===== src/hw/rtl/mks_pkg.sv =====
// ----------------------------------------------------------------------------
// mks_pkg
// Shared types, constants, the microcode table and the Morse symbol table
// for the Morse keying sequencer.
// ----------------------------------------------------------------------------
package mks_pkg;

    // Line buffer capacity; characters beyond CAPACITY-1 on a line are dropped
    localparam int LINE_CAPACITY = 128;
    localparam int LINE_W        = $clog2(LINE_CAPACITY);
    localparam logic [LINE_W-1:0] LINE_LAST = LINE_W'(LINE_CAPACITY - 1);

    // Register reset values
    localparam logic [5:0] DOT_RESET    = 6'd2;
    localparam logic [7:0] LFLASH_RESET = 8'd2;
    localparam logic [7:0] SFLASH_RESET = 8'd10;

    // Configuration register indexes
    localparam logic [1:0] CFG_DOT    = 2'd0;
    localparam logic [1:0] CFG_LFLASH = 2'd1;
    localparam logic [1:0] CFG_SFLASH = 2'd2;

    // Character codes
    localparam logic [7:0] CH_LF      = 8'd10;
    localparam logic [7:0] CH_CR      = 8'd13;
    localparam logic [7:0] CH_SPACE   = 8'd32;
    localparam logic [7:0] CH_TILDE   = 8'd126;
    localparam logic [7:0] CH_ZERO    = 8'd48;
    localparam logic [7:0] CH_NINE    = 8'd57;
    localparam logic [7:0] CH_UPPER_A = 8'd65;
    localparam logic [7:0] CH_UPPER_Z = 8'd90;
    localparam logic [7:0] CH_LOWER_A = 8'd97;
    localparam logic [7:0] CH_LOWER_Z = 8'd122;
    localparam logic [5:0] DIGIT_BASE = 6'd26;

    // Program counter and microcode addresses
    localparam int PC_W = 3;
    typedef logic [PC_W-1:0] pc_t;

    localparam pc_t PC_FETCH  = 3'd0;
    localparam pc_t PC_SENT   = 3'd1;
    localparam pc_t PC_SPACE  = 3'd2;
    localparam pc_t PC_SYM    = 3'd3;
    localparam pc_t PC_GAP    = 3'd4;
    localparam pc_t PC_LFLASH = 3'd5;
    localparam pc_t PC_LGAP   = 3'd6;

    // Character class; each code equals the address of its handler so that
    // dispatch jumps straight to it (no-output class returns to fetch)
    typedef logic [1:0] cls_t;
    localparam cls_t CLS_NONE  = 2'd0;
    localparam cls_t CLS_SENT  = 2'd1;
    localparam cls_t CLS_SPACE = 2'd2;
    localparam cls_t CLS_SYM   = 2'd3;

    // Jump kinds
    typedef logic [1:0] jmp_t;
    localparam jmp_t J_NEXT     = 2'd0;
    localparam jmp_t J_GOTO     = 2'd1;
    localparam jmp_t J_MORE     = 2'd2;  // next while symbols remain, else target
    localparam jmp_t J_DISPATCH = 2'd3;  // take an item, jump by its class

    // Segment kinds
    typedef logic [2:0] seg_t;
    localparam seg_t SEG_TONE   = 3'd0;
    localparam seg_t SEG_GAP    = 3'd1;
    localparam seg_t SEG_LFLASH = 3'd2;
    localparam seg_t SEG_LGAP   = 3'd3;
    localparam seg_t SEG_WORD   = 3'd4;
    localparam seg_t SEG_SENT   = 3'd5;

    typedef struct packed {
        logic emit;
        logic last;
        seg_t seg;
        jmp_t jmp;
        pc_t  target;
    } ctrl_t;

    typedef struct packed {
        logic in_valid;
        cls_t cls;
        logic sym_more;
        logic out_room;
    } stat_t;

    function automatic ctrl_t ucode(input pc_t pc);
        ctrl_t cw;
        cw = '{emit: 1'b0, last: 1'b0, seg: SEG_GAP, jmp: J_GOTO, target: PC_FETCH};
        case (pc)
            PC_FETCH:  cw = '{1'b0, 1'b0, SEG_GAP,    J_DISPATCH, PC_FETCH};
            PC_SENT:   cw = '{1'b1, 1'b1, SEG_SENT,   J_GOTO,     PC_FETCH};
            PC_SPACE:  cw = '{1'b1, 1'b1, SEG_WORD,   J_GOTO,     PC_FETCH};
            PC_SYM:    cw = '{1'b1, 1'b0, SEG_TONE,   J_MORE,     PC_LFLASH};
            PC_GAP:    cw = '{1'b1, 1'b0, SEG_GAP,    J_GOTO,     PC_SYM};
            PC_LFLASH: cw = '{1'b1, 1'b0, SEG_LFLASH, J_NEXT,     PC_FETCH};
            PC_LGAP:   cw = '{1'b1, 1'b1, SEG_LGAP,   J_GOTO,     PC_FETCH};
            default:   cw = '{1'b0, 1'b0, SEG_GAP,    J_GOTO,     PC_FETCH};
        endcase
        return cw;
    endfunction

    // Morse table: {symbol count[7:5], dash mask[4:0]}, first symbol in bit 0
    function automatic logic [7:0] morse_code(input logic [5:0] idx);
        logic [7:0] code;
        code = 8'd0;
        case (idx)
            6'd0:  code = {3'd2, 5'd2};
            6'd1:  code = {3'd4, 5'd1};
            6'd2:  code = {3'd4, 5'd5};
            6'd3:  code = {3'd3, 5'd1};
            6'd4:  code = {3'd1, 5'd0};
            6'd5:  code = {3'd4, 5'd4};
            6'd6:  code = {3'd3, 5'd3};
            6'd7:  code = {3'd4, 5'd0};
            6'd8:  code = {3'd2, 5'd0};
            6'd9:  code = {3'd4, 5'd14};
            6'd10: code = {3'd3, 5'd5};
            6'd11: code = {3'd4, 5'd2};
            6'd12: code = {3'd2, 5'd3};
            6'd13: code = {3'd2, 5'd1};
            6'd14: code = {3'd3, 5'd7};
            6'd15: code = {3'd4, 5'd6};
            6'd16: code = {3'd4, 5'd11};
            6'd17: code = {3'd3, 5'd2};
            6'd18: code = {3'd3, 5'd0};
            6'd19: code = {3'd1, 5'd1};
            6'd20: code = {3'd3, 5'd4};
            6'd21: code = {3'd4, 5'd8};
            6'd22: code = {3'd3, 5'd6};
            6'd23: code = {3'd4, 5'd9};
            6'd24: code = {3'd4, 5'd13};
            6'd25: code = {3'd4, 5'd3};
            6'd26: code = {3'd5, 5'd31};
            6'd27: code = {3'd5, 5'd30};
            6'd28: code = {3'd5, 5'd28};
            6'd29: code = {3'd5, 5'd24};
            6'd30: code = {3'd5, 5'd16};
            6'd31: code = {3'd5, 5'd0};
            6'd32: code = {3'd5, 5'd1};
            6'd33: code = {3'd5, 5'd3};
            6'd34: code = {3'd5, 5'd7};
            6'd35: code = {3'd5, 5'd15};
            default: code = 8'd0;
        endcase
        return code;
    endfunction

endpackage


===== src/hw/rtl/mks_sequencer.sv =====
// ----------------------------------------------------------------------------
// mks_sequencer
// Step counter and microcode table; resolves jumps from datapath status.
// ----------------------------------------------------------------------------
module mks_sequencer (
    input  logic            clk,
    input  logic            rst_n,
    input  mks_pkg::stat_t  stat,
    output mks_pkg::ctrl_t  ctrl
);

    mks_pkg::pc_t pc_reg;
    mks_pkg::pc_t pc_next;

    assign ctrl = mks_pkg::ucode(pc_reg);

    always_comb
    begin
        pc_next = pc_reg;
        if (!(ctrl.emit && !stat.out_room))
        begin
            case (ctrl.jmp)
                mks_pkg::J_NEXT:     pc_next = pc_reg + 1'b1;
                mks_pkg::J_GOTO:     pc_next = ctrl.target;
                mks_pkg::J_MORE:     pc_next = stat.sym_more ? pc_reg + 1'b1 : ctrl.target;
                mks_pkg::J_DISPATCH:
                begin
                    // hold at fetch until an item shows up
                    if (stat.in_valid)
                        pc_next = {1'b0, stat.cls};
                end
                default:             pc_next = mks_pkg::PC_FETCH;
            endcase
        end
    end

    always_ff @(posedge clk or negedge rst_n)
    begin
        if (!rst_n)
            pc_reg <= mks_pkg::PC_FETCH;
        else
            pc_reg <= pc_next;
    end

endmodule


===== src/hw/rtl/mks_datapath.sv =====
// ----------------------------------------------------------------------------
// mks_datapath
// Character decode, line count, symbol shifter, duration select, output
// register and configuration registers.
// ----------------------------------------------------------------------------
module mks_datapath (
    input  logic            clk,
    input  logic            rst_n,
    input  mks_pkg::ctrl_t  ctrl,
    output mks_pkg::stat_t  stat,
    input  logic            in_valid,
    input  logic [7:0]      char_code,
    input  logic            cfg_valid,
    input  logic [1:0]      cfg_index,
    input  logic [7:0]      cfg_data,
    output logic            out_valid,
    input  logic            out_stall,
    output logic            tone_on,
    output logic            letter_led,
    output logic            word_led,
    output logic            sentence_led,
    output logic [7:0]      duration_units,
    output logic            last_segment
);

    logic [5:0] dot_reg;
    logic [7:0] lflash_reg;
    logic [7:0] sflash_reg;

    logic [mks_pkg::LINE_W-1:0] line_reg;
    logic [mks_pkg::LINE_W-1:0] line_next;
    logic [4:0] bits_reg;
    logic [4:0] bits_next;
    logic [2:0] left_reg;
    logic [2:0] left_next;

    logic       out_valid_reg;
    logic       out_valid_next;
    logic       tone_reg;
    logic       letter_reg;
    logic       word_reg;
    logic       sent_reg;
    logic [7:0] dur_reg;
    logic       last_reg;

    logic       take;
    logic       fire;
    logic       is_end;
    logic       printable;
    logic       is_upper;
    logic       is_lower;
    logic       is_digit;
    logic       line_room;
    logic [5:0] idx;
    logic [7:0] code;
    mks_pkg::cls_t cls;

    logic [7:0] dot3;
    logic [8:0] dot7;
    logic [7:0] dot7_sat;
    logic [7:0] dur;

    // ---- decode ----
    assign is_end    = (char_code == mks_pkg::CH_LF) || (char_code == mks_pkg::CH_CR);
    assign printable = (char_code >= mks_pkg::CH_SPACE) && (char_code <= mks_pkg::CH_TILDE);
    assign is_upper  = (char_code >= mks_pkg::CH_UPPER_A) && (char_code <= mks_pkg::CH_UPPER_Z);
    assign is_lower  = (char_code >= mks_pkg::CH_LOWER_A) && (char_code <= mks_pkg::CH_LOWER_Z);
    assign is_digit  = (char_code >= mks_pkg::CH_ZERO) && (char_code <= mks_pkg::CH_NINE);
    assign line_room = (line_reg != mks_pkg::LINE_LAST);

    always_comb
    begin
        idx = 6'd0;
        if (is_upper)
            idx = 6'(char_code - mks_pkg::CH_UPPER_A);
        else if (is_lower)
            idx = 6'(char_code - mks_pkg::CH_LOWER_A);
        else if (is_digit)
            idx = 6'(char_code - mks_pkg::CH_ZERO) + mks_pkg::DIGIT_BASE;
    end

    assign code = mks_pkg::morse_code(idx);

    always_comb
    begin
        cls = mks_pkg::CLS_NONE;
        if (is_end)
            cls = mks_pkg::CLS_SENT;
        else if (printable && line_room)
        begin
            if (char_code == mks_pkg::CH_SPACE)
                cls = mks_pkg::CLS_SPACE;
            else if (is_upper || is_lower || is_digit)
                cls = mks_pkg::CLS_SYM;
        end
    end

    assign take = in_valid && (ctrl.jmp == mks_pkg::J_DISPATCH);

    // ---- status ----
    assign stat.in_valid = in_valid;
    assign stat.cls      = cls;
    assign stat.sym_more = (left_reg > 3'd1);
    assign stat.out_room = !out_valid_reg || !out_stall;

    assign fire = ctrl.emit && stat.out_room;

    // ---- line count and symbol shifter ----
    always_comb
    begin
        line_next = line_reg;
        bits_next = bits_reg;
        left_next = left_reg;
        if (take)
        begin
            if (is_end)
                line_next = '0;
            else if (printable && line_room)
                line_next = line_reg + 1'b1;
            bits_next = code[4:0];
            left_next = code[7:5];
        end
        else if (fire && (ctrl.seg == mks_pkg::SEG_TONE))
        begin
            bits_next = {1'b0, bits_reg[4:1]};
            left_next = left_reg - 1'b1;
        end
    end

    // ---- durations ----
    assign dot3     = 8'({2'b00, dot_reg}) * 8'd3;
    assign dot7     = 9'({3'b000, dot_reg}) * 9'd7;
    assign dot7_sat = dot7[8] ? 8'hFF : dot7[7:0];

    always_comb
    begin
        case (ctrl.seg)
            mks_pkg::SEG_TONE:   dur = bits_reg[0] ? dot3 : {2'b00, dot_reg};
            mks_pkg::SEG_GAP:    dur = {2'b00, dot_reg};
            mks_pkg::SEG_LFLASH: dur = lflash_reg;
            mks_pkg::SEG_LGAP:   dur = dot3;
            mks_pkg::SEG_WORD:   dur = dot7_sat;
            mks_pkg::SEG_SENT:   dur = sflash_reg;
            default:             dur = 8'd0;
        endcase
    end

    // ---- output register ----
    always_comb
    begin
        out_valid_next = out_valid_reg;
        if (fire)
            out_valid_next = 1'b1;
        else if (!out_stall)
            out_valid_next = 1'b0;
    end

    always_ff @(posedge clk or negedge rst_n)
    begin
        if (!rst_n)
        begin
            out_valid_reg <= 1'b0;
            line_reg      <= '0;
            left_reg      <= 3'd0;
            dot_reg       <= mks_pkg::DOT_RESET;
            lflash_reg    <= mks_pkg::LFLASH_RESET;
            sflash_reg    <= mks_pkg::SFLASH_RESET;
        end
        else
        begin
            out_valid_reg <= out_valid_next;
            line_reg      <= line_next;
            left_reg      <= left_next;
            if (cfg_valid)
            begin
                case (cfg_index)
                    mks_pkg::CFG_DOT:    dot_reg    <= cfg_data[5:0];
                    mks_pkg::CFG_LFLASH: lflash_reg <= cfg_data;
                    mks_pkg::CFG_SFLASH: sflash_reg <= cfg_data;
                    default:             ;
                endcase
            end
        end
    end

    always_ff @(posedge clk)
    begin
        bits_reg <= bits_next;
        if (fire)
        begin
            tone_reg   <= (ctrl.seg == mks_pkg::SEG_TONE);
            letter_reg <= (ctrl.seg == mks_pkg::SEG_LFLASH);
            word_reg   <= (ctrl.seg == mks_pkg::SEG_WORD);
            sent_reg   <= (ctrl.seg == mks_pkg::SEG_SENT);
            dur_reg    <= dur;
            last_reg   <= ctrl.last;
        end
    end

    assign out_valid      = out_valid_reg;
    assign tone_on        = tone_reg;
    assign letter_led     = letter_reg;
    assign word_led       = word_reg;
    assign sentence_led   = sent_reg;
    assign duration_units = dur_reg;
    assign last_segment   = last_reg;

endmodule


===== src/hw/rtl/morse_keying_sequencer.sv =====
// ----------------------------------------------------------------------------
// morse_keying_sequencer
// Turns ASCII characters into timed Morse keying segments.
// ----------------------------------------------------------------------------
// One character is taken per item at the fetch step of a small microcode
// program; each later step emits one segment into the output register: a
// letter or digit of n symbols (at most 5) gives n tones, n-1 gaps, a letter
// flash and a letter gap, a space or line end gives one segment, and any
// other byte none. The program counter walks one step per cycle and holds
// while the output register is stalled. Configuration writes are always
// ready and take effect on segments emitted after the write.
module morse_keying_sequencer (
    input  logic       clk,
    input  logic       rst_n,
    input  logic       in_valid,
    output logic       in_stall,
    input  logic [7:0] char_code,
    input  logic       cfg_valid,
    output logic       cfg_ready,
    input  logic [1:0] cfg_index,
    input  logic [7:0] cfg_data,
    output logic       out_valid,
    input  logic       out_stall,
    output logic       tone_on,
    output logic       letter_led,
    output logic       word_led,
    output logic       sentence_led,
    output logic [7:0] duration_units,
    output logic       last_segment
);

    mks_pkg::ctrl_t ctrl;
    mks_pkg::stat_t stat;

    assign in_stall  = (ctrl.jmp != mks_pkg::J_DISPATCH);
    assign cfg_ready = 1'b1;

    mks_sequencer u_seq (
        .clk   (clk),
        .rst_n (rst_n),
        .stat  (stat),
        .ctrl  (ctrl)
    );

    mks_datapath u_dp (
        .clk            (clk),
        .rst_n          (rst_n),
        .ctrl           (ctrl),
        .stat           (stat),
        .in_valid       (in_valid),
        .char_code      (char_code),
        .cfg_valid      (cfg_valid),
        .cfg_index      (cfg_index),
        .cfg_data       (cfg_data),
        .out_valid      (out_valid),
        .out_stall      (out_stall),
        .tone_on        (tone_on),
        .letter_led     (letter_led),
        .word_led       (word_led),
        .sentence_led   (sentence_led),
        .duration_units (duration_units),
        .last_segment   (last_segment)
    );

endmodule

===== config.mk =====
export PLATFORM = sky130hd
export DESIGN_NAME = morse_keying_sequencer
export DESIGN_NICKNAME = d
export VERILOG_FILES = /design/src/hw/rtl/mks_pkg.sv /design/src/hw/rtl/mks_sequencer.sv /design/src/hw/rtl/mks_datapath.sv /design/src/hw/rtl/morse_keying_sequencer.sv
export SDC_FILE = /design/constraint.sdc
export NUM_CORES = 1
export LEC_CHECK = 0
export BUFFER_PORTS_ARGS = -buffer_cell sky130_fd_sc_hd__buf_2
export CAP_MARGIN = 20
export CELL_PAD_IN_SITES_DETAIL_PLACEMENT = 1
export CELL_PAD_IN_SITES_GLOBAL_PLACEMENT = 1
export CORE_AREA = 2 2 104 106
export DETAILED_ROUTE_END_ITERATION = 8
export DIE_AREA = 0 0 106 108
export PLACE_DENSITY_LB_ADDON = 0.1
export SLEW_MARGIN = 20
export SYNTH_ARGS = -nofsm -noshare
export SYNTH_HDL_FRONTEND = slang
export SYNTH_HIERARCHICAL = 1
export SYNTH_SLANG_ARGS = --single-unit

===== constraint.sdc =====
create_clock -name clk -period 3.1 [get_ports clk]
set_input_delay 0.465 -clock clk [delete_from_list [all_inputs] [get_ports clk]]
set_output_delay 0.465 -clock clk [all_outputs]
set_load 0.05 [all_outputs]

Word level (Yosys, flattened, before mapping)
Memories as Yosys holds them, arrays and structs flattened. Cells that the tools add are included.

Memories kept: 1. Logic and storage cells: 106. Memory bits (read-only): 512. Flip-flop bits (word level): 54. Input bits: 23.

Reductions and logical operators: 27. Bitwise operators: 1. Magnitude comparators: 9. Eq/ne operators: 23. Mux-type cells: 22. Add/subtract/negate cells: 7. Multiply operators: 2.

Memories: (name not given) (depth 64, bits a word 8, read ports 1, clocked after Yosys merged registers in 0, wr ports 0, RTL line mks_pkg.sv:107) `case (idx)`.

Operators with widths (number): $pmux W10 S7 (1); $pmux W8 S6 (1); $le A8 B7 Y1 const B (3); $mux W6 (3); $eq A8 B4 Y1 const B (2); $ge A8 B6 Y1 const B (2); $ge A8 B7 Y1 const B (2); $mux W8 (2); $eq A3 B3 Y1 const B (5); $mux W7 (2); $eq A3 B2 Y1 const B (4); $mux W3 (4); $pmux W3 S4 (1); $sub A6 B6 Y6 const B (2); $mux W5 (2); $reduce_and A2 Y1 (5); $logic_and A1 B1 Y1 (9); $mul A6 B3 Y9 const B (1); $eq A8 B6 Y1 const B (1); $le A8 B6 Y1 const B (1); $mul A6 B2 Y8 const B (1); $mux W2 (4); $add A7 B1 Y7 const B (1); $ne A7 B7 Y1 const B (1); other kinds (17) (31).

Longest topological paths before layout
Word-level depth: 10. Mapped depth: 13.

Cells and area by module
Netlist, hierarchy kept.

By module, submodules not included: mks_datapath (cells each 382, times used 1, area an instance 3779.9 um2); mks_sequencer (cells each 52, times used 1, area an instance 411.6 um2); morse_keying_sequencer (cells each 3, times used 1, area an instance 15.0 um2).

Worst setup path before layout
OpenSTA, ideal clock, no wires.

Path type: register -> register. From: reg u_dp.dot_reg[1]. To: reg u_dp.dur_reg[3], in the netlist u_dp/duration_units[3] (data pin). Path buffers: 0. Period minus slack after synthesis: 2.997 ns. Data arrival time: 2.706 ns. Setup slack: 0.103 ns. Stages on the path, launching flop included: 11. Path through: dfstp_2 -> inv_1 -> fa_1 -> inv_1 -> fa_1 -> a21o_1 -> a21oi_1 -> nor2_1 -> o21a_1 -> o21ai_1 -> o311ai_0.

Longest elaborated chain between the ends: 3. Elaborated cells on any way between the ends: 5. Those cells by class: mul: 2; mux: 3.

RTL lines: from (decl) (RTL line mks_datapath.sv:26) `logic [5:0] dot_reg;`; from (signal assigned) (RTL line mks_datapath.sv:165) `dot_reg <= mks_pkg::DOT_RESET;`; from (signal assigned) (RTL line mks_datapath.sv:177) `mks_pkg::CFG_DOT: dot_reg <= cfg_data[5:0];`; $mul A6 B3 Y9 or $mul A6 B2 Y8 (tied branches) (RTL line mks_datapath.sv:132, mks_datapath.sv:131); $mux W8, on equally long branches (RTL line mks_datapath.sv:133, mks_datapath.sv:138); $pmux W8 S6 (*) (RTL line mks_datapath.sv:137) `case (ctrl.seg)`; via u_dp.dur[3] (RTL line mks_datapath.sv:61) `logic [7:0] dur;`; to (signal assigned) (RTL line mks_datapath.sv:195) `dur_reg <= dur;`; to (decl) (RTL line mks_datapath.sv:43) `logic [7:0] dur_reg;`.

Mark *: on every way through the listed nets, which the timed path passes. The rest lies on a longest branch. A chain may end at the register's enable or synchronous reset.

Final worst setup path
From: reg u_dp.dot_reg[1]. To: reg u_dp.dur_reg[7], in the netlist u_dp/duration_units[7] (data pin).

The elaborated chain is that of the path after synthesis.

==> results.cfg <==
[final_layout]
nets = 566
fin_util_pct = 47.94
synthToLayoutAreaGrowth_pct = 16.70
n_antenna_cell = 0
stdcell_count = 639
drive_gt1_share_pct = 26.84

[outcome]
status = finished, final reports clean

[logic_synthesis]
yosys_warnings = 6
syn_avg_cell_area_um2 = 9.639
syn_nets = 500
syn-cell-area_um2 = 4203
syn_inst = 436

[die]
rows = 37
initial_utilization_pct = 41.08
boundaryPins = 39
die_h_um = 108
fp.dieW_um = 106
core_area_um2 = 10230
die_area_um2 = 11450

[critical_path]
crit_end = u_dp/duration_units[7]
r2r_slack_ps = 140
r2r-start = u_dp/dot_reg[1]
crit-reg2reg-capture = u_dp/duration_units[7]
cp-end-kind = flip-flop
cp_max_fo = 4
start_kind = flip-flop
worst_r2r_path_depth = 11
required_ps = 3170
critPathLaunch = u_dp/dot_reg[1]
criticalPathCategory = reg2reg
crit_arrival_ps = 3030

[timing]
slew_viol_final = 0
timing.final.crit_share_pct = 95.63
hold_violations = 0
setup_violations = 0
fin_crit_ps = 2964
setup_tns_ps = 0
slew-limit-headroom_pct = 41.32
hold_ws_ps = 239.9
clock_skew_ps = 4.134
timing_worst_slew_pin_value_ps = 880.3
max_freq_mhz = 337.3

[place]
routabilityCongestion = 0.8882
numPortBuffers = 37
place_inst = 629
dpl.hpwl_um = 9139

[detailed_routing]
drt_wl_total_um = 11530
vias = 3565
drtIter0Drc = 132
drc = 0
ant_nets = 0
wl_per_cell_um = 18.04
vias_per_cell = 5.579
drt-pass1-iter-count = 5

[global_route]
track_usage_pct = 21.51
grt_start_max_net_pins = 37
grt_overflow = 0
grt_pass1_wl_um = 19500
grt_pass1_vias = 3806
antenna_found_initial = 0

[cts]
cts_max_level = 2
clk_pin_slew_worst_paths_ps = 100
clock_latency_ps = 320
ctsHoldBuffers = 0
clk_path_buf_depth = 2
clockRootBuffer = clkbuf_8
cts_sinks = 54
cts_tree = built
cts_buffers = 5

[power_and_ir_drop]
p_leak_nw = 2.139
powerDensity_nw_per_um2 = 527.1
ir_worst_vdd_uv = 217.3

[min_path]
min_path_type = in2async

[flow_run]
max-cap-violations = 0
[critical path: stages (launching register included)]
cell and delay [ps]:
dfstp_2 590, inv_1 80, fa_1 530, inv_1 60, ha_1 280, a21o_1 170
a21oi_2 160, nor2b_1 60, o21bai_1 140, mux2_2 360, o31ai_2 180, o211ai_1 110
[routing by layer]
layer / up-vias / GRT usage, % / routed length [um]
met1: 1779 / 26.67 / 5132
met3: 10 / 2.833 / 307
met4: 0 / 5.827 / 160
met5: - / 0 / 0
met2: 64 / 39.45 / 5929
li1: 1712 / - / -
[per-stage QoR]
step	power, mW	instance area, um^2	worst slack (ps)
2_1_floorplan	1.725	4203	102.7
3_3_place_gp	2.001	4737	109.3
3_5_place_dp	2.037	4737	-37.91
4_1_cts	2.568	4858	31.36
5_1_grt	2.776	4905	-3.032
6_report	2.585	4905	135.6
[layout make-up]
class	instances	area, um^2
clock inverters	3	48.80
fillers	1187	5326
well taps	136	170.2
repair buffers	78	493.0
clock buffers	5	68.82
inverters	32	120.1
flip-flops and latches	54	1446
multi-input cells	331	2557
[what timing repair did]
item | 4_1_cts | 5_1_grt
endpoints found under the setup margin | 3 | 9
pin swaps | 0 | 2
buffers inserted | 0 | 2
gates resized for setup | 1 | 7
[worst min-delay path by stage]
stage	to	slack (ps)	depth (start not counted)	from
2_1_floorplan	u_dp/dot_reg[0]	170	0	rst_n
3_3_place_gp	u_dp/line_reg[6]	480	2	u_dp/line_reg[6]
3_5_place_dp	u_dp/line_reg[6]	490	2	u_dp/line_reg[6]
4_1_cts	u_dp/left_reg[0]	290	1	rst_n
5_1_grt	u_dp/lflash_reg[0]	310	1	rst_n
6_report	u_dp/lflash_reg[0]	240	1	rst_n
[cell usage in the layout, fill, tap and decap left out, drive strengths merged, types with 4 or more instances in the layout]
cell / instances
dfstp: 4
nand3: 11
and2: 4
xor2: 6
xnor2: 8
o21ai: 22
nand2: 36
nor2: 34
a21oi: 18
nor4: 4
inv: 33
edfxtp: 18
nor2b: 9
o211ai: 11
o21bai: 4
a22oi: 5
buf: 78
nand4: 7
a21o: 6
mux2i: 12
dfrtp: 32
nor3: 12
ha: 34
fa: 7
mux2: 21
nand2b: 5
clkbuf: 5
[power breakdown]
part | switching [mW] | internal (mW) | leakage (nW)
clock network | 0.257 | 0.247 | 0.0563
registers | 0.0934 | 0.893 | 0.610
logic | 0.640 | 0.456 | 1.47
(Power assumes the default switching activity.)
